[config.mk]
export PLATFORM = sky130hd
export DESIGN_NAME = mdnf_loader
export DESIGN_NICKNAME = d
export VERILOG_FILES = /design/src/rtl/assert_macros.svh /design/src/rtl/mdnf_pkg.sv /design/src/rtl/mdnf_loader.sv
export SDC_FILE = /design/constraint.sdc
export NUM_CORES = 1
export LEC_CHECK = 0
export BUFFER_PORTS_ARGS = -buffer_cell sky130_fd_sc_hd__buf_2
export CAP_MARGIN = 20
export CORE_MARGIN = 3
export CORE_UTILIZATION = 50
export CTS_BUF_LIST = sky130_fd_sc_hd__clkbuf_8
export CTS_CLUSTER_SIZE = 40
export DETAILED_ROUTE_END_ITERATION = 16
export PLACE_DENSITY = 0.89
export SLEW_MARGIN = 40
export SYNTH_ARGS = -nofsm -noshare
export SYNTH_HDL_FRONTEND = slang
export SYNTH_SLANG_ARGS = --single-unit
[constraint.sdc]
create_clock -name clk -period 5.5 [get_ports clk]
set_input_delay 0.275 -clock clk [delete_from_list [all_inputs] [get_ports clk]]
set_output_delay 0.275 -clock clk [all_outputs]
set_load 0.05 [all_outputs]
[src/rtl/assert_macros.svh]
// Assertion macros shared by the checking code of the filter.
`ifndef ASSERT_MACROS_SVH
`define ASSERT_MACROS_SVH
// Implication checked on every rising clock edge outside reset.
`define ASSERT_IMPL(label, clk_s, rst_s, ante, cons) \
    label: assert property (@(posedge clk_s) disable iff (!rst_s) (ante) |-> (cons)) \
        else $error("assertion failed");
// Next-cycle implication checked outside reset.
`define ASSERT_NEXT(label, clk_s, rst_s, ante, cons) \
    label: assert property (@(posedge clk_s) disable iff (!rst_s) (ante) |=> (cons)) \
        else $error("assertion failed");
`endif

[src/rtl/mdnf_pkg.sv]
// Shared types and constants of the minimum-distance neighbor filter.
package mdnf_pkg;
    localparam int MAX_NEIGHBORS = 64;
    localparam int IDX_W = $clog2(MAX_NEIGHBORS);
    localparam int CNT_W = $clog2(MAX_NEIGHBORS + 1);
    localparam logic [31:0] SELF_SUBST = 32'd655294464; // 9999 << 16
    localparam logic [17:0] TOL_RESET = 18'd6554;
    localparam logic [0:0] ADDR_TOL = 1'b0;
    localparam logic [0:0] ADDR_MODE = 1'b1;

    // Group summary passed from the loader to the emitter.
    typedef struct packed {
        logic [CNT_W-1:0] count;
        logic [31:0]      min_d2;
        logic             ovf;
    } group_t;

    typedef struct packed {
        logic [15:0] site;
        logic [7:0]  ia;
        logic [7:0]  ib;
        logic [7:0]  ic;
        logic [23:0] weight;
        logic        valid_nb;
        logic        ovf;
        logic        last;
    } result_t;

    typedef enum logic [3:0] {
        EM_IDLE, EM_READ, EM_WAIT, EM_TEST, EM_DIV, EM_SQRT, EM_PUSH, EM_EMPTY, EM_DONE
    } em_state_t;
endpackage

[src/rtl/mdnf_loader.sv]
// Front part: stores entries of a group and tracks minimum and overflow.
module mdnf_loader (
    input  logic                clk,
    input  logic                rst_n,
    input  logic                in_valid,
    output logic                in_ready,
    input  logic [71:0]         in_word,
    input  logic                in_last,
    output logic                wr_en,
    output logic [mdnf_pkg::IDX_W-1:0] wr_addr,
    output logic [71:0]         wr_word,
    output logic                grp_valid,
    output mdnf_pkg::group_t    grp,
    input  logic                grp_take
);
    logic [mdnf_pkg::CNT_W-1:0] count_reg;
    logic [31:0] min_reg;
    logic ovf_reg;
    logic pend_reg;
    logic [31:0] d2, eff;
    logic fire, room;

    assign in_ready = !pend_reg;
    assign fire = in_valid && in_ready;
    assign d2 = in_word[71:40];
    assign eff = (d2 == 32'd0) ? mdnf_pkg::SELF_SUBST : d2;
    assign room = count_reg < mdnf_pkg::CNT_W'(mdnf_pkg::MAX_NEIGHBORS);
    assign wr_en = fire && room;
    assign wr_addr = count_reg[mdnf_pkg::IDX_W-1:0];
    assign wr_word = in_word;
    assign grp_valid = pend_reg;
    assign grp.count = count_reg;
    assign grp.min_d2 = min_reg;
    assign grp.ovf = ovf_reg;

    // Group accumulation; the group is handed over after the last word.
    always_ff @(posedge clk or negedge rst_n)
    begin
        if (!rst_n)
        begin
            count_reg <= '0;
            min_reg <= '1;
            ovf_reg <= 1'b0;
            pend_reg <= 1'b0;
        end
        else if (grp_take)
        begin
            count_reg <= '0;
            min_reg <= '1;
            ovf_reg <= 1'b0;
            pend_reg <= 1'b0;
        end
        else if (fire)
        begin
            if (room)
            begin
                count_reg <= count_reg + 1'b1;
                if (eff < min_reg)
                    min_reg <= eff;
            end
            else
                ovf_reg <= 1'b1;
            if (in_last)
                pend_reg <= 1'b1;
        end
    end
endmodule

# Word-level counts from Yosys, hierarchy flattened
# Cells that the tools add are included.
# Widths: inputs -> output; s select.
# totals
ff_bits	41
out_inout_bits	121
wordCells	34
# op_classes
reduce_logical	12
order_cmp	2
muxes	14
addsub	1
eq_ne	1
# ops
cell	count
$mux 32	5
$logic_not 32->1	1
$lt 32x32->1	1
$mux 7	3
$reduce_bool 2->1	4
$add 7x1->7 const B	1
$lt 7x7->1 const B	1
$mux 1	6
$reduce_and 2->1	3
$reduce_and 3->1	1
$logic_and 1x1->1	2
$ne 2x2->1 const B	1
$logic_not 1->1	1

# Longest topological paths before layout
# logic_depth
depth_word	7
depth_mapped	12
depth_no_buf	11

# Worst setup path before layout
# OpenSTA, ideal clock, no wires.
# synth_path
path_kind	input port to flip-flop
from	input in_word[65]
to	register min_reg[10]
t_arrival_ns	2.576
slack_ns	2.849
path_buffers	1
setup_ns	0.075
cell_stages	12
cell_sequence	nor4_1 -> nand4_1 -> nor2_1 -> or2_2 -> ha_1 -> a21oi_1 -> o21ai_0 -> a211oi_1 -> o311ai_2 -> a41oi_4 -> buf_8 -> mux2i_1
# synth_between
elab_chain_len	6
elab_cells_between_ends	9
# synth_lines
element	line	source
start: declaration	mdnf_loader.sv:7	input logic [71:0] in_word,
$logic_not 32->1	mdnf_loader.sv:26	assign eff = (d2 == 32'd0) ? mdnf_pkg::SELF_SUBST : d2;
$mux 32 *	mdnf_loader.sv:26	
parallel branches: the longest is 4 deep, another holds $lt 32x32->1	-	
end signal: assignment	mdnf_loader.sv:42	min_reg <= '1;
end signal: assignment	mdnf_loader.sv:49	min_reg <= '1;
end signal: assignment	mdnf_loader.sv:59	min_reg <= eff;
end: declaration	mdnf_loader.sv:17	logic [31:0] min_reg;
# Every way passes the cells marked *. The select of a mux whose other input is x is not followed.
# A chain may end at the register's enable or synchronous reset.

# Worst setup path after layout
# layout_path
from	input in_word[40]
to	register min_reg[7]
# Same word-level chain as after synthesis.

==> results.txt <==
worst slew pin tran - 0.696 ns
Sw Pwr - 361 uW
remaining antenna violation count after routing - 0
RSZ-0062 raised after global routing - false
diode count - 0
synth warn - 0
Root Driver - clkbuf_8
syn_nets - 519
Clock Sinks - 41
Worst path max stage delay - 0.49 ns
Gate Count Post-Synth - 410
final RePlAce weighted congestion - 0.874
Final Core Density - 54.1%
crit share post-route - 65.3%
Worst-Skew Late Latency - 0.29 ns
die height - 89.8 um
Int Power - 516 uW
Largest register FFs - 32
outcome - finished clean
initial antenna violation count - 0
final setup vio count - 0
Critical Path AT - 3.81 ns
flip-flop and latch count after synthesis - 41
DRC violations left - 0
cts bufs inserted - 5
Sequential Area - 1070 um2
P&R area growth vs syn - 1.18%
Worst setup EP type - flip-flop
cell family with most CP delay - compound AO/OA/AOI/OAI gates
min-delay src - in_last
CTS H-Tree Depth - 2
nets - 531
largest net degree at the start of global routing - 74
number of global-route vias before repair - 2,606
row cnt - 29
post-cts sizing count - 0
sequential share of power - 40.5%
combinational share of power - 37.6%
Starting Density - 53.5%
top cell type by total area after synthesis - dfstp_2
Avg Synthesized Cell Area - 8.57 um2
vias - 2,620
Longest Clk Path Bufs - 2
hpwl dp - 5.68 mm
register area share after synthesis - 30.3%
Hold Path Class - input port to flip-flop
Pins Over Slew Limit - 0
Fin Setup TNS - 0 ns
GRT overflow - 0
crit path launch - in_word[40]
CTS tree - built
maxcap violations - 0
Most used DFF post-synth - dfstp_2
routed wire length - 7.38 mm
PwrDens - 247 nW/um2
clock transition at the registers of the reported paths - 0.08 ns
slowest CP cell - a41oi_4
top post-synthesis cells by area - dfstp_2, buf_4, ha_1, mux2i_1, nor2_1
clock share of power - 21.9%
type of origin of the critical path - input port
detailed-router iteration count before antenna repair - 6
first-pass GRT wire length - 12.3 mm
critical path cell sequence - buf_2 -> nor4_1 -> nand4_1 -> nor2_1 -> or2_2 -> ha_1 -> a21oi_1 -> o21ai_0 -> a211oi_1 -> o311ai_2 -> a41oi_4 -> buf_4 -> mux2i_1
GRT Overall Usage - 18.1%
Post-synth EDFFs - 0
die width - 89.8 um
non-filler instance count after layout - 516
clock skew - 0.00608 ns
Max-slew headroom - 53.6%
Data required, critical path - 5.72 ns
Vias/cell - 5.08
final hold violations - 0
most frequent cells in the layout - buf_2, nor2_1, inv_1
Final min period - 3.59 ns
Post-Syn Area - 3510 um2
Switching Share - 41.2%
fmax - 0.279 GHz
multi-input combinational cell area - 1560 um2
Static Leak - 0.00199 uW
R2R setup slack - 2.55 ns
1st-iter DRT viols - 122
Async SR Flop Fraction - 100%
Synth cell types - 35
Buf+Inv Stages, Crit Path - 2
die area - 8070 um2
Port Buf Inserts - 117
FILL cells - 608
crit path kind - input port to flip-flop
top cell type's share of synthesized area - 23.9%
worst-path fanout max - 22
Ports - 198
placed inst area - 3460 um2
Peak VDD IR - 0.114 mV
layout cells sized above 1 - 40.4%
leading cell type in the layout, fill and taps excluded - buf_2
DR WL/cell - 14.3 um
Finished Cell Area - 3550 um2
Core Area - 6570 um2
reg2reg start - min_reg[17]
placed cells - 507
==> metrics by stage <==
step | hold slack [ns] | worst slack (ns) | total power, uW
after floorplan | -0.0206 | 2.85 | 713
after global placement | 0.451 | 1.68 | 681
after detailed placement | 0.310 | 1.63 | 691
after CTS | 0.250 | 1.88 | 892
after global routing | 0.255 | 1.68 | 929
final | 0.257 | 1.91 | 877
==> metal layers <==
metal	global-route usage, %	share of wire, %
met1	20.9	41
met2	32.2	51
met3	4.84	6.7
met4	6.51	2.0
met5	0	0
==> Yosys cell counts (2+ instances only) <==
cell type	count
a211oi_1	2
a21oi_1	16
a41oi_1	2
and2b_1	2
buf_4	79
buf_8	3
clkbuf_1	31
dfrtp_1	9
dfstp_2	32
ha_1	32
inv_1	33
mux2i_1	33
nand2_1	11
nand3_1	2
nand4_1	6
nor2_1	75
nor2b_1	2
nor4_1	8
o21ai_0	5
o21ai_1	3
or2_2	8
xor2_1	3
==> power by group through the flow <==
stage | clock, uW | combinational (uW) | sequential, uW
after CTS | 203 | 333 | 355
final | 193 | 330 | 355
after global routing | 215 | 355 | 359
after global placement | 0 | 322 | 358
after floorplan | 0 | 278 | 434
after detailed placement | 0 | 331 | 360
==> cells by family (layout without fill, tap and decap cells) <==
group	count (synthesis)	in the layout	share of synthesized area (%)
fa+ha+maj	32	32	11.4
simple gates	119	119	15.4
xor+xnor	4	4	0.997
compound gates	34	34	7.12
flops	41	41	30.3
mux	33	33	9.40
buf+inv	147	160	25.3
==> worst register-to-register path, delay by kind of cell (launching register included) <==
kind,cells,cell delay [ns]
adders and majority gates,1,0.30
DFF,1,0.56
AOI/OAI and AO/OA,5,1.24
buffers and inverters,2,0.52
muxes,1,0.26
==> repair_timing <==
action                                 4_1_cts  5_1_grt
hold buffers                                 1        0
endpoints found under the hold margin        9        0
setup buffers                                0        0
==> path summary, 6_finish.rpt <==
kind / end / cells after the start
max: min_reg[7] / 13
min: grp_valid / 3
max reg2reg: min_reg[7] / 9
min reg2reg: ovf_reg / 2
max in group asynchronous: min_reg[6] / 2
min in group asynchronous: count_reg[1] / 2
==> final cells by class <==
class                      count  area share [%]
multi-input combinational    222            43.8
sequential                    41            30.0
timing repair buffer         119            17.1
inverter                      33            3.48
tap                           93            3.27
clock buffer                   5            1.94
clock inverter                 3           0.387
Note: power is estimated with default switching activity, not from simulation.
