$ cat src/rtl/assert_macros.svh
// Assertion macros shared by the checking code of the filter.
`ifndef ASSERT_MACROS_SVH
`define ASSERT_MACROS_SVH
// Implication checked on every rising clock edge outside reset.
`define ASSERT_IMPL(label, clk_s, rst_s, ante, cons) \
    label: assert property (@(posedge clk_s) disable iff (!rst_s) (ante) |-> (cons)) \
        else $error("assertion failed");
// Next-cycle implication checked outside reset.
`define ASSERT_NEXT(label, clk_s, rst_s, ante, cons) \
    label: assert property (@(posedge clk_s) disable iff (!rst_s) (ante) |=> (cons)) \
        else $error("assertion failed");
`endif

$ cat src/rtl/mdnf_pkg.sv
// Shared types and constants of the minimum-distance neighbor filter.
package mdnf_pkg;
    localparam int MAX_NEIGHBORS = 64;
    localparam int IDX_W = $clog2(MAX_NEIGHBORS);
    localparam int CNT_W = $clog2(MAX_NEIGHBORS + 1);
    localparam logic [31:0] SELF_SUBST = 32'd655294464; // 9999 << 16
    localparam logic [17:0] TOL_RESET = 18'd6554;
    localparam logic [0:0] ADDR_TOL = 1'b0;
    localparam logic [0:0] ADDR_MODE = 1'b1;

    // Group summary passed from the loader to the emitter.
    typedef struct packed {
        logic [CNT_W-1:0] count;
        logic [31:0]      min_d2;
        logic             ovf;
    } group_t;

    typedef struct packed {
        logic [15:0] site;
        logic [7:0]  ia;
        logic [7:0]  ib;
        logic [7:0]  ic;
        logic [23:0] weight;
        logic        valid_nb;
        logic        ovf;
        logic        last;
    } result_t;

    typedef enum logic [3:0] {
        EM_IDLE, EM_READ, EM_WAIT, EM_TEST, EM_DIV, EM_SQRT, EM_PUSH, EM_EMPTY, EM_DONE
    } em_state_t;
endpackage

$ cat src/rtl/mdnf_emitter.sv
// Back part: threshold test, divide, square root per stored entry; all-sites: root only.
module mdnf_emitter (
    input  logic                clk,
    input  logic                rst_n,
    input  logic                grp_valid,
    input  mdnf_pkg::group_t    grp,
    output logic                grp_take,
    output logic [mdnf_pkg::IDX_W-1:0] rd_addr,
    input  logic [71:0]         rd_word,
    input  logic [17:0]         tolerance,
    input  logic                all_sites_mode,
    output logic                res_valid,
    output mdnf_pkg::result_t   res,
    input  logic                res_ready
);
    mdnf_pkg::em_state_t state_reg, state_next;
    logic [mdnf_pkg::CNT_W-1:0] idx_reg, idx_next;
    logic [71:0] ent_reg;
    logic [39:0] f2_reg;
    logic [63:0] plo_reg;
    logic [71:0] prod_reg;
    logic [63:0] rem_reg, quo_reg, sq_v_reg, sq_r_reg, sq_bit_reg;
    logic [6:0] step_reg;
    logic emitted_reg, emitted_next;
    logic held_reg;
    mdnf_pkg::result_t held_res;
    mdnf_pkg::result_t stage_res_reg;
    mdnf_pkg::result_t push_res;
    logic [18:0] f;
    logic [31:0] d2;
    logic qual, last_idx;
    logic op_load, op_div_init, op_sqrt_init, op_push, op_stage;

    assign f = 19'd65536 + {1'b0, tolerance};
    assign d2 = ent_reg[71:40];
    assign rd_addr = idx_reg[mdnf_pkg::IDX_W-1:0];
    assign last_idx = (idx_reg + 1'b1) >= grp.count;
    // Compare d2 * 2^32 against f^2 * m using the registered product.
    assign qual = ({d2, 32'd0} < prod_reg);

    // Sequencer over the buffered entries.
    always_comb
    begin
        state_next = state_reg;
        idx_next = idx_reg;
        emitted_next = emitted_reg;
        grp_take = 1'b0;
        op_load = 1'b0;
        op_div_init = 1'b0;
        op_sqrt_init = 1'b0;
        op_push = 1'b0;
        op_stage = 1'b0;
        unique case (state_reg)
            mdnf_pkg::EM_IDLE:
                if (grp_valid)
                begin
                    idx_next = '0;
                    emitted_next = 1'b0;
                    state_next = (grp.count == '0) ? mdnf_pkg::EM_EMPTY : mdnf_pkg::EM_READ;
                end
            mdnf_pkg::EM_READ: state_next = mdnf_pkg::EM_WAIT;
            mdnf_pkg::EM_WAIT:
            begin
                op_load = 1'b1;
                state_next = mdnf_pkg::EM_TEST;
            end
            mdnf_pkg::EM_TEST:
                if (d2 == 32'd0 || (!all_sites_mode && !qual))
                begin
                    if (last_idx)
                        state_next = emitted_reg ? mdnf_pkg::EM_DONE : mdnf_pkg::EM_EMPTY;
                    else
                    begin
                        idx_next = idx_reg + 1'b1;
                        state_next = mdnf_pkg::EM_READ;
                    end
                end
                else if (all_sites_mode)
                begin
                    op_sqrt_init = 1'b1;
                    state_next = mdnf_pkg::EM_SQRT;
                end
                else
                begin
                    op_div_init = 1'b1;
                    state_next = mdnf_pkg::EM_DIV;
                end
            mdnf_pkg::EM_DIV:
                if (step_reg == 7'd0)
                begin
                    op_sqrt_init = 1'b1;
                    state_next = mdnf_pkg::EM_SQRT;
                end
            mdnf_pkg::EM_SQRT:
                if (sq_bit_reg == 64'd0)
                    state_next = mdnf_pkg::EM_PUSH;
            mdnf_pkg::EM_PUSH:
                // The previous result leaves the staging register, the new one enters it.
                if (!held_reg)
                begin
                    op_push = emitted_reg;
                    op_stage = 1'b1;
                    emitted_next = 1'b1;
                    if (last_idx)
                        state_next = mdnf_pkg::EM_DONE;
                    else
                    begin
                        idx_next = idx_reg + 1'b1;
                        state_next = mdnf_pkg::EM_READ;
                    end
                end
            mdnf_pkg::EM_EMPTY:
                if (!held_reg)
                begin
                    op_push = 1'b1;
                    state_next = mdnf_pkg::EM_DONE;
                end
            mdnf_pkg::EM_DONE:
                // The staged result, if any, goes out as the last word of the group.
                if (!held_reg)
                begin
                    op_push = emitted_reg;
                    grp_take = 1'b1;
                    state_next = mdnf_pkg::EM_IDLE;
                end
            default: state_next = mdnf_pkg::EM_IDLE;
        endcase
    end

    always_ff @(posedge clk or negedge rst_n)
    begin
        if (!rst_n)
        begin
            state_reg <= mdnf_pkg::EM_IDLE;
            idx_reg <= '0;
            emitted_reg <= 1'b0;
        end
        else
        begin
            state_reg <= state_next;
            idx_reg <= idx_next;
            emitted_reg <= emitted_next;
        end
    end

    // Datapath: two-step product, restoring divider and bit-pair square root.
    always_ff @(posedge clk)
    begin
        f2_reg <= 40'(f * f);
        if (state_reg == mdnf_pkg::EM_READ)
            plo_reg <= 64'(f2_reg[31:0] * grp.min_d2);
        if (state_reg == mdnf_pkg::EM_WAIT)
            prod_reg <= {40'(f2_reg[39:32] * grp.min_d2), 32'd0} + {8'd0, plo_reg};
        if (op_load)
            ent_reg <= rd_word;
        if (op_div_init)
        begin
            rem_reg <= '0;
            quo_reg <= {grp.min_d2, 32'd0};
            step_reg <= 7'd64;
        end
        else if (state_reg == mdnf_pkg::EM_DIV && step_reg != 7'd0)
        begin
            if ({rem_reg[62:0], quo_reg[63]} >= {32'd0, d2})
            begin
                rem_reg <= {rem_reg[62:0], quo_reg[63]} - {32'd0, d2};
                quo_reg <= {quo_reg[62:0], 1'b1};
            end
            else
            begin
                rem_reg <= {rem_reg[62:0], quo_reg[63]};
                quo_reg <= {quo_reg[62:0], 1'b0};
            end
            step_reg <= step_reg - 1'b1;
        end
        if (op_sqrt_init)
        begin
            sq_v_reg <= all_sites_mode ? {16'd0, d2, 16'd0} : quo_reg;
            sq_r_reg <= '0;
            sq_bit_reg <= 64'h4000_0000_0000_0000;
        end
        else if (state_reg == mdnf_pkg::EM_SQRT && sq_bit_reg != 64'd0)
        begin
            if (sq_v_reg >= sq_r_reg + sq_bit_reg)
            begin
                sq_v_reg <= sq_v_reg - (sq_r_reg + sq_bit_reg);
                sq_r_reg <= (sq_r_reg >> 1) + sq_bit_reg;
            end
            else
                sq_r_reg <= sq_r_reg >> 1;
            sq_bit_reg <= sq_bit_reg >> 2;
        end
        if (op_stage)
            stage_res_reg <= {ent_reg[39:0], sq_r_reg[23:0], 1'b1, grp.ovf, 1'b0};
    end

    // Word handed to the output register.
    always_comb
    begin
        push_res = stage_res_reg;
        push_res.last = (state_reg == mdnf_pkg::EM_DONE);
        if (state_reg == mdnf_pkg::EM_EMPTY)
        begin
            push_res = '0;
            push_res.last = 1'b1;
            push_res.ovf = grp.ovf;
        end
    end

    // One-word output register.
    always_ff @(posedge clk or negedge rst_n)
    begin
        if (!rst_n)
            held_reg <= 1'b0;
        else if (op_push)
            held_reg <= 1'b1;
        else if (res_ready)
            held_reg <= 1'b0;
    end

    always_ff @(posedge clk)
    begin
        if (op_push)
            held_res <= push_res;
    end

    assign res_valid = held_reg;
    assign res = held_res;
endmodule

$ cat config.mk
export PLATFORM = sky130hd
export DESIGN_NAME = mdnf_emitter
export DESIGN_NICKNAME = d
export VERILOG_FILES = /design/src/rtl/assert_macros.svh /design/src/rtl/mdnf_pkg.sv /design/src/rtl/mdnf_emitter.sv
export SDC_FILE = /design/constraint.sdc
export NUM_CORES = 2
export LEC_CHECK = 0
export ABC_AREA = 1
export BUFFER_PORTS_ARGS = -buffer_cell sky130_fd_sc_hd__buf_2
export CORE_ASPECT_RATIO = 0.5
export CORE_MARGIN = 10
export CORE_UTILIZATION = 55
export DETAILED_ROUTE_END_ITERATION = 16
export GPL_ROUTABILITY_DRIVEN = 0
export PLACE_DENSITY_LB_ADDON = 0.1
export SYNTH_ARGS = -nofsm -noshare
export SYNTH_HDL_FRONTEND = slang
export SYNTH_SLANG_ARGS = --single-unit
$ cat constraint.sdc
create_clock -name clk -period 20.2 [get_ports clk]
set_input_delay 5.05 -clock clk [delete_from_list [all_inputs] [get_ports clk]]
set_output_delay 5.05 -clock clk [all_outputs]
set_load 0.05 [all_outputs]
# Word level (Yosys, flattened, before mapping)
# Cells that the tools add are included.
# totals
ff_bits,685
input_bits,135
output_inout_bits,75
wordCells,129
# op_classes
add_sub_neg,8
multipliers,3
n_mux,46
n_reduce_logical,24
eq_ne,15
magnitude_cmp,4
# ops
cell,count
64-bit 2-to-1 mux,7
64-bit by 72-bit < comparator with 1-bit output,1
70-bit by 64-bit adder with 71-bit output,1
63-bit by 63-bit adder with 64-bit output,1
64-bit by 63-bit adder with 64-bit output,1
64-bit by 32-bit greater-or-equal comparator with 1-bit output,1
64-bit greater-or-equal comparator,1
64-bit zero test,1
32-bit by 32-bit multiplier with 64-bit output,1
64-bit nonzero test,1
64-bit subtractor,1
63-bit 2-to-1 mux,1
63-bit by 32-bit subtractor with 63-bit output,1
4-bit 2-to-1 mux,10
19-bit by 19-bit multiplier with 38-bit output,1
6-bit by 32-bit multiplier with 38-bit output,1
4-bit one-hot mux with 9 select lines,1
32-bit zero test,1
7-bit 2-to-1 mux,4
7-bit one-hot mux with 3 select lines,1
"17-bit by 18-bit adder with 19-bit output, first input constant",1
1-bit 2-to-1 mux,17
"4-bit by 3-bit == test with 1-bit output, second input constant",4
7-bit zero test,2
other kinds (22),38

# Longest topological paths before layout
# depth
word_depth,8
mapped_depth,35
depth_no_buf,33

# Least setup slack after synthesis
# Ideal clock, no wire load.
# synth_timing
path_type,input to register
start,in grp[12] (netlist bit)
end,"reg plo_reg[48], data pin"
n_path_buf,2
setup_slack_ns,8.682
required_ns,19.942
setup_ns,0.258
path_stages,25
arrival_time_ns,11.260
path_cell_list,clkbuf_1 > buf_1 > nand2_1 > fa_1 > inv_1 > fa_1 > inv_1 > fa_1 > inv_1 > fa_1 > fa_1 > fa_1 > fa_1 > inv_1 > fa_1 > inv_1 > ha_1 > nand2_1 > nor2_1 > inv_1 > nor4_1 > nand3_1 > nand3_1 > a21oi_1 > xnor2_1
# synth_between
elab_chain_cells,1
# synth_lines
item,line_no,rtl
"start, declared",mdnf_emitter.sv:6,"input mdnf_pkg::group_t grp,"
32-bit by 32-bit multiplier with 64-bit output,mdnf_emitter.sv:151,plo_reg <= 64'(f2_reg[31:0] * grp.min_d2);
"end signal, assigned",mdnf_emitter.sv:151,
"end, declared",mdnf_emitter.sv:20,logic [63:0] plo_reg;
# Every way passes these cells.
# A chain may end at the register's enable or synchronous reset.

# Worst setup path after layout
# layout_timing
start,in grp[9] (netlist bit)
end,"reg plo_reg[46], data pin"
# The elaborated chain is that of the path after synthesis.

==> qor.txt <==
outcome: complete, no violations
number of warnings issued by yosys: 0
netlist area before placement: 0.0938 mm^2
number of hold-repair buffers added at the cts stage: 0
number of enable flip-flop cells after synthesis: 435
area of all placed cells without fillers: 0.0993 mm^2
fin crit share: 58.8%
number of flip-flops and latches in the synthesized netlist: 683
post-CTS setup buffer count: 0
max reg flops: 72
number of slew-limit violations in the final report: 0
placed cell count: 14700
TritonCTS buffer count: 72
count of final hold-check violations: 0
clk root buf: sky130_fd_sc_hd__clkbuf_16
count of clock tree sinks: 683
final number of setup-violating endpoints: 0
clock transition at the registers of the reported paths: 0.07 ns
half-perimeter wire length after detailed placement: 218000 um
clock latency at the later pin of the worst-skew pair: 0.70 ns
final setup skew: 0.0606 ns
Yosys cell types: 49
antenna violations before repair: 0
total via count after detailed routing: 79900
I/O Buffers: 209
largest net degree at the start of global routing: 90
Max Cap Viol: 0
violation count after the first detailed-routing iteration: 7146
fraction of layout instances using a drive strength above 1: 3.56%
arrival time at the worst endpoint: 12.29 ns
most used flip-flop cell after synthesis: sky130_fd_sc_hd__edfxtp_1
commonest non-fill, non-tap cells in the layout: 3222 x sky130_fd_sc_hd__nand2_1, 3015 x sky130_fd_sc_hd__inv_1, 1253 x sky130_fd_sc_hd__fa_1
path type of the worst min-delay path: reg -> reg
core area: 0.170 mm^2
Slew headroom: 25.8%
die area: 0.189 mm^2
element type at the critical path end: register
maximum clock rate: 0.0842 GHz
ys async rst share: 1.90%
Reg2Reg Depth: 27
gate count of the mapped netlist: 12500
GR Util All Layers: 29.0%
Hold Path Stages: 0
effective utilization at floorplan: 55.2%
critical path type: in -> reg
final critical-path setup slack: 8.33 ns
critical path peak fanout: 38
Fin Setup TNS: 0 ns
via density per instance: 5.40
area growth from synthesis to final layout: 5.82%
most common library cell in the layout ignoring fill and taps: sky130_fd_sc_hd__nand2_1
wire length of the first global-routing pass: 441000 um
register area share after synthesis: 19.3%
grt ovf: 0
number of instances resized during post-cts repair: 0
die width: 604 um
Layout Cells excl Fill: 14800
I/O pins: 210
antenna violation net count after detailed routing: 0
number of cell rows: 107
placed cell areas: 0.0968 mm^2
TritonCTS clock tree: yes
count of unresolved DRC violations after routing: 0
die height: 312 um
WL per Instance: 18.7 um
data required time of the critical path: 20.62 ns
syn_area_per_cell: 7.52 um^2
total routed wirelength: 276000 um
unrepaired setup endpoints after global routing: no
actual transition at the worst max-transition pin: 1.11 ns
count of H-tree levels built during CTS: 3
buffer levels on the longest clock path: 3
number of global-route vias before repair: 80800
sort of element at the start of the critical path: input port
number of antenna cells inserted: 0
Net count, final: 14500
first drt pass iteration count: 7
post-layout minimum cycle time: 11.87 ns
pre-CTS setup slack: 7.76 ns
routing by layer:
metal / share of wire, % / global-route usage (%) / vias to the layer above
li1: - / - / 37700
met4: 3.9 / 10.0 / 0
met1: 42 / 38.8 / 38400
met2: 46 / 48.6 / 3288
met5: 0 / 0 / -
met3: 8.0 / 4.09 / 576
cells by family after synthesis:
| group | Yosys count | share of synthesized area (%) |
|---|---|---|
| adders and majority gates | 1930 | 35.8 |
| AOI/OAI and AO/OA | 1367 | 7.86 |
| and+or+nand+nor | 4758 | 20.4 |
| DFF | 683 | 19.3 |
| other | 2 | 0.00800 |
| buffers and inverters | 3432 | 13.8 |
| xor gates and xnor gates | 311 | 2.90 |
cells in the mapped netlist (4+ instances only):
library cell,instances,area [um^2]
sky130_fd_sc_hd__nand4_1,106,663
sky130_fd_sc_hd__inv_2,6,22.5
sky130_fd_sc_hd__a221oi_1,9,78.8
sky130_fd_sc_hd__a211oi_1,6,45.0
sky130_fd_sc_hd__a31oi_1,26,163
sky130_fd_sc_hd__dfrtp_1,13,325
sky130_fd_sc_hd__and2_1,4,25.0
sky130_fd_sc_hd__dfxtp_1,235,4700
sky130_fd_sc_hd__buf_2,21,105
sky130_fd_sc_hd__o21ai_1,10,50.1
sky130_fd_sc_hd__a21boi_0,18,135
sky130_fd_sc_hd__buf_4,9,67.6
sky130_fd_sc_hd__o21bai_1,39,293
sky130_fd_sc_hd__or2_2,17,106
sky130_fd_sc_hd__nor4_1,47,294
sky130_fd_sc_hd__ha_1,677,8470
sky130_fd_sc_hd__nor2_1,823,3090
sky130_fd_sc_hd__o22ai_1,11,68.8
sky130_fd_sc_hd__o21a_1,14,105
sky130_fd_sc_hd__nand3b_1,44,330
sky130_fd_sc_hd__fa_1,1253,25100
sky130_fd_sc_hd__xor2_1,183,1600
sky130_fd_sc_hd__o21ai_0,513,2570
sky130_fd_sc_hd__xnor2_1,128,1120
sky130_fd_sc_hd__nor3_1,92,460
sky130_fd_sc_hd__inv_1,3017,11300
sky130_fd_sc_hd__edfxtp_1,435,13100
sky130_fd_sc_hd__buf_1,63,236
sky130_fd_sc_hd__and3_1,9,56.3
sky130_fd_sc_hd__clkbuf_1,312,1170
sky130_fd_sc_hd__nand2_1,3224,12100
sky130_fd_sc_hd__a21o_1,41,308
sky130_fd_sc_hd__a21oi_1,620,3100
sky130_fd_sc_hd__nand3_1,384,1920
sky130_fd_sc_hd__o211ai_1,50,375
through the flow:
step                util, %  hold WS, ns
CTS                    58.4        0.388
detailed placement     57.0        0.405
global placement       57.0        0.401
floorplan                 -        0.400
finish                 58.4        0.395
global route           58.4        0.397
path summary, 6_finish.rpt:
path,from,end,slack [ns]
min in group asynchronous,rst_n,idx_reg[6],4.26
setup reg to reg,f2_reg[26],plo_reg[46],12.77
max in group asynchronous,rst_n,idx_reg[3],15.70
hold / removal,plo_reg[31],prod_reg[31],0.39
setup / recovery,grp[9],plo_reg[46],8.33
hold reg to reg,plo_reg[31],prod_reg[31],0.39
worst max-delay path, stage by stage:
cell                       delay [ns]
sky130_fd_sc_hd__buf_2           0.80
sky130_fd_sc_hd__nand2_1         0.11
sky130_fd_sc_hd__inv_1           0.11
sky130_fd_sc_hd__fa_1            0.42
sky130_fd_sc_hd__fa_1            0.55
sky130_fd_sc_hd__inv_1           0.06
sky130_fd_sc_hd__fa_1            0.50
sky130_fd_sc_hd__fa_1            0.51
sky130_fd_sc_hd__inv_1           0.05
sky130_fd_sc_hd__fa_1            0.56
sky130_fd_sc_hd__fa_1            0.43
sky130_fd_sc_hd__fa_1            0.50
sky130_fd_sc_hd__inv_1           0.05
sky130_fd_sc_hd__fa_1            0.47
sky130_fd_sc_hd__inv_1           0.04
sky130_fd_sc_hd__ha_1            0.44
sky130_fd_sc_hd__nand2_1         0.13
sky130_fd_sc_hd__nor2_1          0.18
sky130_fd_sc_hd__inv_1           0.09
sky130_fd_sc_hd__nor2_1          0.26
sky130_fd_sc_hd__nand3_1         0.11
sky130_fd_sc_hd__o211ai_1        0.40
sky130_fd_sc_hd__nand2_1         0.10
sky130_fd_sc_hd__nand2_1         0.11
sky130_fd_sc_hd__nand2_1         0.08
sky130_fd_sc_hd__nand3_1         0.07
sky130_fd_sc_hd__nand2_1         0.05
cell type report:
| type | count | area (um^2) |
|---|---|---|
| clock buffer | 84 | 1880 |
| clock inverter | 47 | 589 |
| fill | 16000 | 70600 |
| inverter | 3024 | 11400 |
| multi-input combinational | 8383 | 62900 |
| sequential | 683 | 18100 |
| tap | 2289 | 2860 |
| timing repair buffer | 283 | 1600 |
Power is left out: the tool's default activity adds up to more than one toggle a clock period on the data nets, which glitch-free logic cannot reach.
